[src/rtl/core/lmsw_pkg.sv]
`default_nettype none

package lmsw_pkg;

  localparam int PANEL_WIDTH     = 32;
  localparam int COL_W           = $clog2(PANEL_WIDTH);
  localparam int MAX_COLUMNS_DEF = 1024;
  localparam int SECS_PER_MIN    = 60;
  localparam int CFG_IDX_W       = 3;
  localparam int CFG_DATA_W      = 2;

  typedef enum logic [1:0] {
    FUNC_LOAD   = 2'd0,
    FUNC_STEP   = 2'd1,
    FUNC_REDRAW = 2'd2
  } func_e;

  typedef enum logic [CFG_IDX_W-1:0] {
    CFG_MIRROR  = 3'd0,
    CFG_FLIP    = 3'd1,
    CFG_SCREEN  = 3'd2,
    CFG_JUSTIFY = 3'd3,
    CFG_SCROLL  = 3'd4,
    CFG_BAR     = 3'd5
  } cfg_idx_e;

  typedef enum logic [1:0] {
    JUSTIFY_LEFT   = 2'd0,
    JUSTIFY_CENTER = 2'd1,
    JUSTIFY_RIGHT  = 2'd2
  } justify_e;

  typedef enum logic [1:0] {
    SCROLL_WHEN_WIDE = 2'd0,
    SCROLL_ALWAYS    = 2'd1,
    SCROLL_NEVER     = 2'd2
  } scroll_e;

  typedef enum logic [1:0] {
    ST_IDLE,
    ST_DECIDE,
    ST_EMIT,
    ST_DRAIN
  } state_e;

  // One window position on its way from the store read to the output stage.
  typedef struct packed {
    logic             vld;
    logic             hit;
    logic             last;
    logic [COL_W-1:0] pos;
  } pix_ctl_t;

  function automatic logic [7:0] reverse8(input logic [7:0] v);
    logic [7:0] r;
    for (int i = 0; i < 8; i++) begin
      r[i] = v[7-i];
    end
    return r;
  endfunction

endpackage

`default_nettype wire

[src/rtl/core/lmsw_pixel.sv]
`default_nettype none

module lmsw_pixel (
  input  wire logic                     clk_i,
  input  wire logic                     rst_ni,
  input  wire lmsw_pkg::pix_ctl_t       ctl_i,
  input  wire logic [7:0]               rd_data_i,
  input  wire logic                     flip_i,
  input  wire logic                     mirror_i,
  input  wire logic                     bar_en_i,
  input  wire logic [5:0]               seconds_i,
  output logic                          strobe_o,
  output logic [lmsw_pkg::COL_W-1:0]    panel_column_o,
  output logic [7:0]                    pixel_bits_o,
  output logic                          frame_end_o
);
  import lmsw_pkg::*;

  localparam int BAR_W = $clog2(63 * PANEL_WIDTH + 1);

  logic [BAR_W-1:0] bar_lhs, bar_rhs;
  logic             bar_on;
  logic [7:0]       bits;
  logic [COL_W-1:0] phys;

  logic             strobe_q;
  logic [COL_W-1:0] col_q;
  logic [7:0]       bits_q;
  logic             end_q;

  // Position p is under the bar when (p + 1) * 60 <= seconds * width.
  always_comb begin
    bar_lhs = BAR_W'(seconds_i) * BAR_W'(PANEL_WIDTH);
    bar_rhs = (BAR_W'(ctl_i.pos) + BAR_W'(1)) * BAR_W'(SECS_PER_MIN);
    bar_on  = bar_en_i && (bar_rhs <= bar_lhs);
    bits    = ctl_i.hit ? rd_data_i : 8'h00;
    if (bar_on) begin
      bits[7] = 1'b1;
    end
    if (flip_i) begin
      bits = reverse8(bits);
    end
    phys = flip_i ? (COL_W'(PANEL_WIDTH - 1) - ctl_i.pos) : ctl_i.pos;
    if (mirror_i) begin
      phys = COL_W'(PANEL_WIDTH - 1) - phys;
    end
  end

  always_ff @(posedge clk_i or negedge rst_ni) begin
    if (!rst_ni) begin
      strobe_q <= 1'b0;
    end else begin
      strobe_q <= ctl_i.vld;
    end
  end

  always_ff @(posedge clk_i) begin
    if (ctl_i.vld) begin
      col_q  <= phys;
      bits_q <= bits;
      end_q  <= ctl_i.last;
    end
  end

  assign strobe_o       = strobe_q;
  assign panel_column_o = col_q;
  assign pixel_bits_o   = bits_q;
  assign frame_end_o    = end_q;

endmodule

`default_nettype wire

[config.mk]
export PLATFORM = sky130hd
export DESIGN_NAME = lmsw_pixel
export DESIGN_NICKNAME = d
export VERILOG_FILES = /design/src/rtl/core/lmsw_pkg.sv /design/src/rtl/core/lmsw_pixel.sv
export SDC_FILE = /design/constraint.sdc
export NUM_CORES = 1
export LEC_CHECK = 0
export ABC_AREA = 1
export BUFFER_PORTS_ARGS = -buffer_cell sky130_fd_sc_hd__buf_2
export CAP_MARGIN = 40
export CORE_MARGIN = 4
export CORE_UTILIZATION = 57
export CTS_BUF_LIST = sky130_fd_sc_hd__clkbuf_2 sky130_fd_sc_hd__clkbuf_4 sky130_fd_sc_hd__clkbuf_8
export CTS_CLUSTER_DIAMETER = 60
export DETAILED_ROUTE_END_ITERATION = 6
export GPL_TIMING_DRIVEN = 0
export PLACE_DENSITY = 0.83
export RECOVER_POWER = 50
export SLEW_MARGIN = 10
export SYNTH_ARGS = -nofsm -noshare
export SYNTH_HDL_FRONTEND = slang
export SYNTH_SLANG_ARGS = --single-unit
[constraint.sdc]
create_clock -name clk_i -period 1.5 [get_ports clk_i]
set_clock_uncertainty 0.15 [all_clocks]
set_input_delay 0 -clock clk_i [delete_from_list [all_inputs] [get_ports clk_i]]
set_output_delay 0 -clock clk_i [all_outputs]
set_load 0.01 [all_outputs]
# Yosys cells after proc, flatten, opt, wreduce, memory -nomap -nowiden
# Index checks and enable logic that the tools add are counted.
[word_totals]
register_bits = 15
in_bits = 27
out_inout_bits = 15
elab_cells = 15
[op_classes]
n_addsub = 3
n_mul = 1
order_cmp = 1
mux = 5
n_reduce_logical = 1
[op_table]
columns = ["cell", "n"]
rows = [
  ["$mux 8", 2],
  ["$le 11x11->1", 1],
  ["$mux 5", 2],
  ["$sub 5x5->5 const A", 2],
  ["$mul 6x4->9 const B", 1],
  ["$add 5x1->6 const B", 1],
  ["$logic_and 1x1->1", 1],
  ["$mux 1", 1],
]

# Depth between registers and ports, before layout
# Gate-level depths: netlist of run 1.
[depth]
word_depth = 6
depth_mapped = 26
depth_no_buf = 26

# Worst setup path after synthesis of run 1
# Ideal clock, no wire load.
[synth_path]
kind = "input-to-reg"
startpoint = "in ctl_i[0] in the netlist's numbering"
endpoint = "reg bits_q[7], in the netlist pixel_bits_o[7] (data pin)"
setup_time_ns = 0.253
arrival_ns = 3.227
required_time_ns = 1.097
path_slack_ns = -2.130
cell_stages = 23
n_path_buf = 0
cell_sequence = "ha_1 > nand3_1 > xor2_1 > inv_1 > ha_1 > inv_1 > fa_1 > inv_1 > ha_1 > a21o_1 > a31oi_1 > xor2_1 > inv_1 > ha_1 > nand2_1 > nor2_1 > nand2_1 > nand3_1 > nand2_1 > nand2_1 > nand2_1 > nand2_1 > nand2_1"
[synth_between]
elab_chain_len = 6
[synth_rtl]
columns = ["element", "line", "text"]
rows = [
  ["start: declaration", "lmsw_pixel.sv:6", "input wire lmsw_pkg::pix_ctl_t ctl_i,"],
  ["$add 5x1->6", "lmsw_pixel.sv:34", "bar_rhs = (BAR_W'(ctl_i.pos) + BAR_W'(1)) * BAR_W'(SECS_PER_MIN);"],
  ["$mul 6x4->9", "lmsw_pixel.sv:34", ""],
  ["$le 11x11->1", "lmsw_pixel.sv:35", "bar_on = bar_en_i && (bar_rhs <= bar_lhs);"],
  ["$logic_and 1x1->1", "lmsw_pixel.sv:35", ""],
  ["$mux 1", "lmsw_pixel.sv:37", "if (bar_on) begin"],
  ["$mux 8", "lmsw_pixel.sv:40", "if (flip_i) begin"],
  ["via bits[7]", "lmsw_pixel.sv:23", "logic [7:0] bits;"],
  ["end signal: assignment", "lmsw_pixel.sv:60", "bits_q <= bits;"],
  ["end: declaration", "lmsw_pixel.sv:28", "logic [7:0] bits_q;"],
]
# The timed path passes the listed nets, and every way through them passes these cells.
# A chain may end at the register's enable or synchronous reset.

# Worst setup path in the final report of run 1
# Ends and elaborated chain as after synthesis.

==> results of run 1 <==
## metal layers
metal | routed length, um | global-route usage (%) | share of wire (%) | vias to the layer above
met3 | 313 | 4.299 | 6.9 | 52
li1 | - | - | - | 657
met5 | 0 | 0 | 0 | -
met4 | 446 | 9.603 | 9.8 | 0
met1 | 1557 | 24.68 | 34 | 669
met2 | 2215 | 44.19 | 49 | 107
## worst max-delay path: cells and delay by family
kind / cells / cell delay (ns)
adders and majority gates: 4 / 1.36
and+or+nand+nor: 10 / 1.21
xor gates and xnor gates: 2 / 0.38
AOI/OAI and AO/OA: 2 / 0.37
buffers and inverters: 4 / 0.32
## worst max path at each step
stage          cells past startpoint              end  slack [ns]
2_1_floorplan                     24  pixel_bits_o[7]       -1.82
3_3_place_gp                      26  pixel_bits_o[7]       -2.20
3_5_place_dp                      26  pixel_bits_o[7]       -2.28
4_1_cts                           25  pixel_bits_o[7]       -1.86
5_1_grt                           22  pixel_bits_o[7]       -2.36
6_report                          22  pixel_bits_o[7]       -2.15
## metrics by stage
stage | hold slack [ns] | utilization (%) | power [mW] | cell area, sq um | setup slack, ns
finish | -0.01372 | 89.99 | 2.229 | 2048 | -2.149
global route | 0.02094 | 89.99 | 2.419 | 2048 | -2.361
CTS | 0.003164 | 86.15 | 1.980 | 1961 | -1.856
detailed placement | -0.3746 | 74.71 | 1.644 | 1700 | -2.279
global placement | -0.3757 | 74.71 | 1.574 | 1700 | -2.204
floorplan | -0.4456 | - | 1.366 | 1465 | -1.819
## cells in the final DEF (no fill, tap or decap), drive strengths merged
| master | n |
|---|---|
| a21boi | 1 |
| a21o | 2 |
| a21oi | 3 |
| a31oi | 2 |
| buf | 50 |
| clkbuf | 5 |
| dfrtp | 1 |
| diode | 1 |
| dlygate4sd3 | 12 |
| edfxtp | 14 |
| fa | 3 |
| ha | 20 |
| inv | 31 |
| nand2 | 32 |
| nand3 | 13 |
| nand4 | 4 |
| nor2 | 6 |
| o21ai | 6 |
| o21bai | 2 |
| or2 | 2 |
| xnor2 | 4 |
| xor2 | 14 |
## logic make-up (layout without fill, tap and decap cells)
logic type	count (synthesis)	count (layout)	synth area share, %
other	0	1	0
flip-flops	15	15	32.07
AND/OR/NAND/NOR	57	57	17.84
buffers and inverters	33	98	9.008
AO/OA/AOI/OAI	16	16	6.846
XOR/XNOR	18	18	11.89
adder cells (fa/ha/maj)	23	23	22.34
## final cells by class
cell class	instances	share of cell area, %
Multi-Input combinational cell	114	47.53
Sequential cell	15	21.75
Timing Repair Buffer	61	21.32
Inverter	31	5.681
Tap cell	28	1.710
Clock buffer	4	1.466
Buffer	2	0.4276
Antenna cell	1	0.1222
## power by group through the flow
stage / Combinational, mW / Clock [mW] / Sequential [mW]
final: 1.46 / 0.239 / 0.529
after global routing: 1.63 / 0.261 / 0.531
after CTS: 1.22 / 0.238 / 0.526
after detailed placement: 1.11 / 0 / 0.536
after global placement: 1.04 / 0 / 0.533
after floorplan: 0.804 / 0 / 0.562
## registers in the layout (all words and copies together) (netlist names)
signal	cells
frame_end_o	1
panel_column_o	5
pixel_bits_o	8
strobe_o	1
## repair_timing
item                                    in CTS  in global routing
pin swaps                                    4                  5
hold endpoints to repair                    26                  0
endpoints found under the setup margin       2                  4
hold buffers                                14                  0
setup buffers                                5                  4
resized for setup                           14                 16
==> results.py, run 1 <==
metrics = {
    "worst_setup_path": {
        "cp.required_ns": 1.50,
        "cp-start-kind": "input pin",
        "cpMostUsedCell": "nand2_2",
        "cp_max_fo": 6,
        "critPathSlowestCell": "fa_1",
        "crit_path_end_kind": "flip-flop",
        "cp_data_arrival_time_ns": 3.64,
        "path_cells": "buf_12 -> inv_1 -> ha_1 -> or2_1 -> nand2_2 -> xor2_2 -> fa_1 -> inv_1 -> ha_2 -> a21o_1 -> a31oi_1 -> xor2_1 -> inv_1 -> ha_4 -> nand2_1 -> nor2_1 -> nand4_1 -> nand2_1 -> nand2_1 -> nand2_2 -> nand2_2 -> nand2_2",
        "path_class": "input pin to flip-flop",
        "crit_path_max_incr_delay_ns": 0.46,
        "startpoint": "ctl_i[0]",
    },
    "die": {
        "initial_core_util_pct": 61.02,
        "core_area_sq_um": 2276,
        "std_cell_rows": 17,
        "io_pins": 42,
        "die_h_um": 57.36,
        "die_area_sq_um": 3290,
        "die_w_um": 57.36,
    },
    "clocking": {
        "clk_pin_slew_ns": 0.08,
        "numCtsBuffers": 3,
        "h-tree-depth": 1,
        "cts-root-buf": "clkbuf_4",
        "cts_buffer_depth": 2,
        "cts_tree": "yes",
        "clock_sinks": 15,
    },
    "timing": {
        "fin_ws_ns": -2.149,
        "period_needed_ns": 3.649,
        "setup_viol": 2,
        "fmax_mhz": 274.1,
        "final_max_slew_viol_count": 0,
        "post-route-period-util_pct": 243.3,
        "rsz0062_at_grt": "true",
        "fin_tns_setup_ns": -4.266,
        "worst_slew_pin_slew_ns": 0.4277,
        "whs_ns": -0.01372,
        "max_slew_margin_pct": 71.35,
        "timing.final.hold_violations": 1,
    },
    "grt": {
        "grt_pass1_vias": 1462,
        "antenna_found_initial": 1,
        "grt-ovfl-total": 0,
        "grt_pass1_wl_um": 6154,
        "grt_max_degree": 16,
        "grt_usage_pct": 23.27,
    },
    "run_status": {
        "status": "complete, but fails checks",
        "violations": "DRC, hold timing, setup timing",
    },
    "power": {
        "combPwrFrac_pct": 65.6,
        "cellPowerDensity_nw_per_um2": 1088,
        "p_leak_nw": 1.039,
        "peakVddDrop_mv": 1.180,
        "switchingPower_uw": 947.5,
        "p_clk_share_pct": 10.7,
        "p_seq_share_pct": 23.7,
        "netSwitchingFraction_pct": 42.51,
        "p_int_mw": 1.281,
    },
    "synthesis": {
        "yosys_warnings": 0,
        "ys_types": 22,
        "synth-seq-cells": 15,
        "ys.flop_type": "edfxtp_1",
        "synth-edff-count": 14,
        "yosys.area.top_type": "edfxtp_1",
        "syn_area_per_cell_sq_um": 8.573,
        "netlist_area_sq_um": 1389,
        "async_flop_share_pct": 6.667,
        "synth_top_area_share_pct": 30.27,
        "yosys-top-cells-count": "inv_1 (31), nand2_1 (31), ha_1 (20)",
        "synth.area.top_cells": "edfxtp_1 (30%), ha_1 (18%), xor2_1 (8.8%)",
        "netlist_instances": 162,
        "syn_nets": 212,
        "ys_seq_area_share_pct": 32.07,
    },
    "routing": {
        "vias": 1485,
        "vias_per_cell": 5.801,
        "drc": 2,
        "totalWireLength_um": 4532,
        "ant_nets": 0,
        "initialDrtViolationCount": 94,
        "wire_per_inst_um": 17.70,
        "firstDrtPassIters": 7,
    },
    "placed_design": {
        "dp_cells": 230,
        "gp_congestion": 0.8502,
        "port_buffers": 40,
        "dp_hpwl_um": 2425,
    },
    "flow_run": {
        "cap_violations": 0,
    },
    "finish": {
        "nFillCells": 95,
        "drive_above_1_share_pct": 35.24,
        "multi_input_area_sq_um": 973.4,
        "nNetsFinal": 278,
        "seqCellArea_sq_um": 445.4,
        "area_delta_synth_final_pct": 47.48,
        "fin_cells": 256,
    },
    "hold_path": {
        "hold_end": "pixel_bits_o[4]",
        "hold_path_class": "input pin to flip-flop",
        "hold_depth": 3,
        "hold_path.startpoint": "rd_data_i[3]",
    },
}
Note: power is estimated with default switching activity, not from simulation.
==> inputs of run 2 (changes only) <==
--- a/config.mk
+++ b/config.mk
@@ -7,5 +7,3 @@
 export LEC_CHECK = 0
-export ABC_AREA = 1
 export BUFFER_PORTS_ARGS = -buffer_cell sky130_fd_sc_hd__buf_2
-export CAP_MARGIN = 40
 export CORE_MARGIN = 4
--- a/constraint.sdc
+++ b/constraint.sdc
@@ -4,2 +4,2 @@
 set_output_delay 0 -clock clk_i [all_outputs]
-set_load 0.01 [all_outputs]
+set_load 0.02 [all_outputs]
==> run 2 against run 1 <==
  * The run ends with setup timing left
  * Die area is 0.79% higher
  * Sequential power hardly changed
  * Hold slack better by 0.023 ns
  * Core utilization rose by 1.6 points
  * Design area grew 1.8%
  * Combinational power is essentially flat
  * Global-route usage down 0.92 points
  * Power decreased by 1.6%
  * Sequential share of layout area fell by 0.38 points
  * Largest power group unchanged
  * Highest routed layer unchanged
==> results.py, run 2 <==
metrics = {
    "run_status": {
        "status": "complete, but fails checks",
        "violations": "setup timing",
    },
    "hold_path": {
        "hold_end": "panel_column_o[3]",
        "hold_path_class": "input pin to flip-flop",
        "hold_path.startpoint": "ctl_i[3]",
        "hold_depth": 2,
    },
    "worst_setup_path": {
        "cp-start-kind": "input pin",
        "crit_buf_inv": 1,
        "crit_path_end_kind": "flip-flop",
        "cp_max_fo": 7,
        "path_cells": "buf_12 -> ha_4 -> xor2_4 -> xnor2_2 -> xnor2_1 -> ha_1 -> xnor2_2 -> fa_2 -> a21oi_2 -> o211ai_1 -> a21oi_1 -> xnor2_1 -> ha_1 -> and4_1 -> a22o_1 -> a31oi_2 -> o31ai_1",
        "cpLargestDelayFamily": "adder cells",
        "cp_data_arrival_time_ns": 3.21,
        "crit_path_max_incr_delay_ns": 0.38,
        "path_class": "input pin to flip-flop",
        "cp.required_ns": 1.38,
        "critPathSlowestCell": "fa_2",
    },
    "die": {
        "core_area_sq_um": 2276,
        "die_h_um": 57.59,
        "std_cell_rows": 17,
        "die_w_um": 57.59,
        "io_pins": 42,
        "initial_core_util_pct": 61.57,
        "die_area_sq_um": 3316,
    },
    "power": {
        "cellPowerDensity_nw_per_um2": 1052,
        "switchingPower_uw": 852.9,
        "p_clk_share_pct": 11.0,
        "p_seq_share_pct": 24.0,
        "p_int_mw": 1.340,
        "peakVddDrop_mv": 1.071,
        "p_leak_nw": 0.9534,
        "combPwrFrac_pct": 65.0,
        "fin_total_pwr_mw": 2.193,
        "netSwitchingFraction_pct": 38.89,
    },
    "grt": {
        "use_met2_pct": 40.65,
        "grt_usage_pct": 22.35,
        "use_met1_pct": 25.74,
        "grt_pass1_wl_um": 5540,
        "grt_pass1_vias": 1225,
        "grt_max_degree": 16,
        "antenna_found_initial": 0,
        "grt-ovfl-total": 0,
        "grt_use_met3_pct": 1.131,
        "busiest_layer": "met2",
    },
    "timing": {
        "max_slew_margin_pct": 51.87,
        "rsz0062_at_grt": "true",
        "timing.final.hold_violations": 0,
        "post-route-period-util_pct": 222.5,
        "period_needed_ns": 3.337,
        "fin_ws_ns": -1.837,
        "setup_viol": 2,
        "fin_tns_setup_ns": -3.663,
        "worst_slew_pin_slew_ns": 0.7219,
        "final_max_slew_viol_count": 0,
        "fmax_mhz": 299.6,
    },
    "routing": {
        "ant_nets": 0,
        "vias": 1241,
        "firstDrtPassIters": 4,
        "initialDrtViolationCount": 59,
        "wire_per_inst_um": 16.60,
        "drc": 0,
        "totalWireLength_um": 3719,
        "vias_per_cell": 5.540,
    },
    "synthesis": {
        "async_flop_share_pct": 6.667,
        "synth_xor_area_share_pct": 16.16,
        "yosys-top-cells-count": "inv_1 (21), ha_1 (20), edfxtp_1 (14)",
        "yosys_warnings": 0,
        "synth-seq-cells": 15,
        "ys_types": 32,
        "synth_top_area_share_pct": 30.00,
        "ys_seq_area_share_pct": 31.79,
        "syn_nets": 183,
        "netlist_area_sq_um": 1401,
        "synth_compound_area_share_pct": 8.304,
        "synth-edff-count": 14,
        "synth-simple-area-share_pct": 9.821,
        "synth.most_common_cell": "inv_1",
        "synth_top_family_by_area": "adder cells",
        "netlist_instances": 133,
        "yosys.area.top_type": "edfxtp_1",
        "ys.flop_type": "edfxtp_1",
        "synth-adder-area-share_pct": 22.86,
        "synth_mux_area_share_pct": 4.286,
        "syn_area_per_cell_sq_um": 10.54,
        "synth.area.top_cells": "edfxtp_1 (30%), ha_1 (18%), xnor2_1 (8.1%)",
    },
    "clocking": {
        "h-tree-depth": 1,
        "numCtsBuffers": 3,
        "clk_pin_slew_ns": 0.08,
        "cts-root-buf": "clkbuf_4",
        "cts_buffer_depth": 2,
        "cts_tree": "yes",
        "clock_sinks": 15,
    },
    "finish": {
        "largest_reg_flops": 8,
        "n_antenna_cell": 0,
        "drive_above_1_share_pct": 38.27,
        "area_delta_synth_final_pct": 48.75,
        "final_cell_mix": "buf_2 (36), inv_1 (18), dlygate4sd3_1 (16)",
        "nNetsFinal": 247,
        "final_common_cell": "buf_2",
    },
    "placed_design": {
        "port_buffers": 38,
        "gp_congestion": 0.7635,
        "dp_hpwl_um": 2150,
    },
    "flow_run": {
        "cap_violations": 0,
    },
}
run 2: cell count changes after synthesis, sizes merged, moves of 3 or more:
cell | before | now
inv | 31 | 21
mux2i | 0 | 6
nand2 | 32 | 4
nand3 | 13 | 5
nand4 | 4 | 0
nor2 | 6 | 3
nor2b | 0 | 8
o21ai | 6 | 3
xnor2 | 4 | 14
xor2 | 14 | 8
run 2: power groups by stage:
stage | clock network, mW | registers (mW) | logic [mW]
floorplan | 0 | 0.601 | 0.762
finish | 0.241 | 0.527 | 1.43
CTS | 0.243 | 0.527 | 1.26
detailed placement | 0 | 0.536 | 1.07
global route | 0.266 | 0.531 | 1.56
global placement | 0 | 0.534 | 1.03
run 2: final cells by class:
class                      count  area, sq um
buffer                         3        28.78
clock buffer                   4        30.03
fill                          80        191.4
inverter                      21        78.83
multi-input combinational     94         1050
sequential                    15        445.4
tap                           28        35.03
timing repair buffer          59        416.7
run 2: how the worst max path moves through the flow:
stage,startpoint,endpoint,slack (ns),cells after the start
2_1_floorplan,ctl_i[2],pixel_bits_o[0],-1.86,18
3_3_place_gp,ctl_i[0],pixel_bits_o[0],-2.30,19
3_5_place_dp,ctl_i[0],pixel_bits_o[7],-2.39,17
4_1_cts,ctl_i[1],pixel_bits_o[7],-1.82,18
5_1_grt,ctl_i[1],pixel_bits_o[7],-1.97,17
6_report,ctl_i[1],pixel_bits_o[7],-1.84,17
run 2: what timing repair did:
| action | CTS | global route |
|---|---|---|
| pin swaps | 14 | 6 |
| endpoints found under the hold margin | 29 | 0 |
| hold buffers | 17 | 0 |
| cloned | 0 | 0 |
| gates resized for setup | 14 | 11 |
| setup buffers | 5 | 0 |
| setup endpoints to repair | 2 | 3 |
run 2: kinds of logic after synthesis:
kind of cell / after synthesis
buf+inv: 24
fa+ha+maj: 24
compound gates: 18
simple gates: 24
mux: 6
xor+xnor: 22
flops: 15
run 2: through the flow:
step	utilization, %	worst slack [ns]	instance area, sq um	hold slack, ns	instances
floorplan	-	-1.858	1491	-0.4456	133
global placement	75.43	-2.299	1717	-0.3752	199
detailed placement	75.43	-2.392	1717	-0.3724	199
CTS	90.16	-1.818	2052	0.01866	225
global route	91.59	-1.969	2085	0.03984	224
finish	91.59	-1.837	2085	0.009645	224
run 2: routing by layer:
metal	share of wire, %	up-vias
met5	0	-
met4	3.9	0
met3	4.1	10
met2	51	47
met1	41	603
li1	-	581
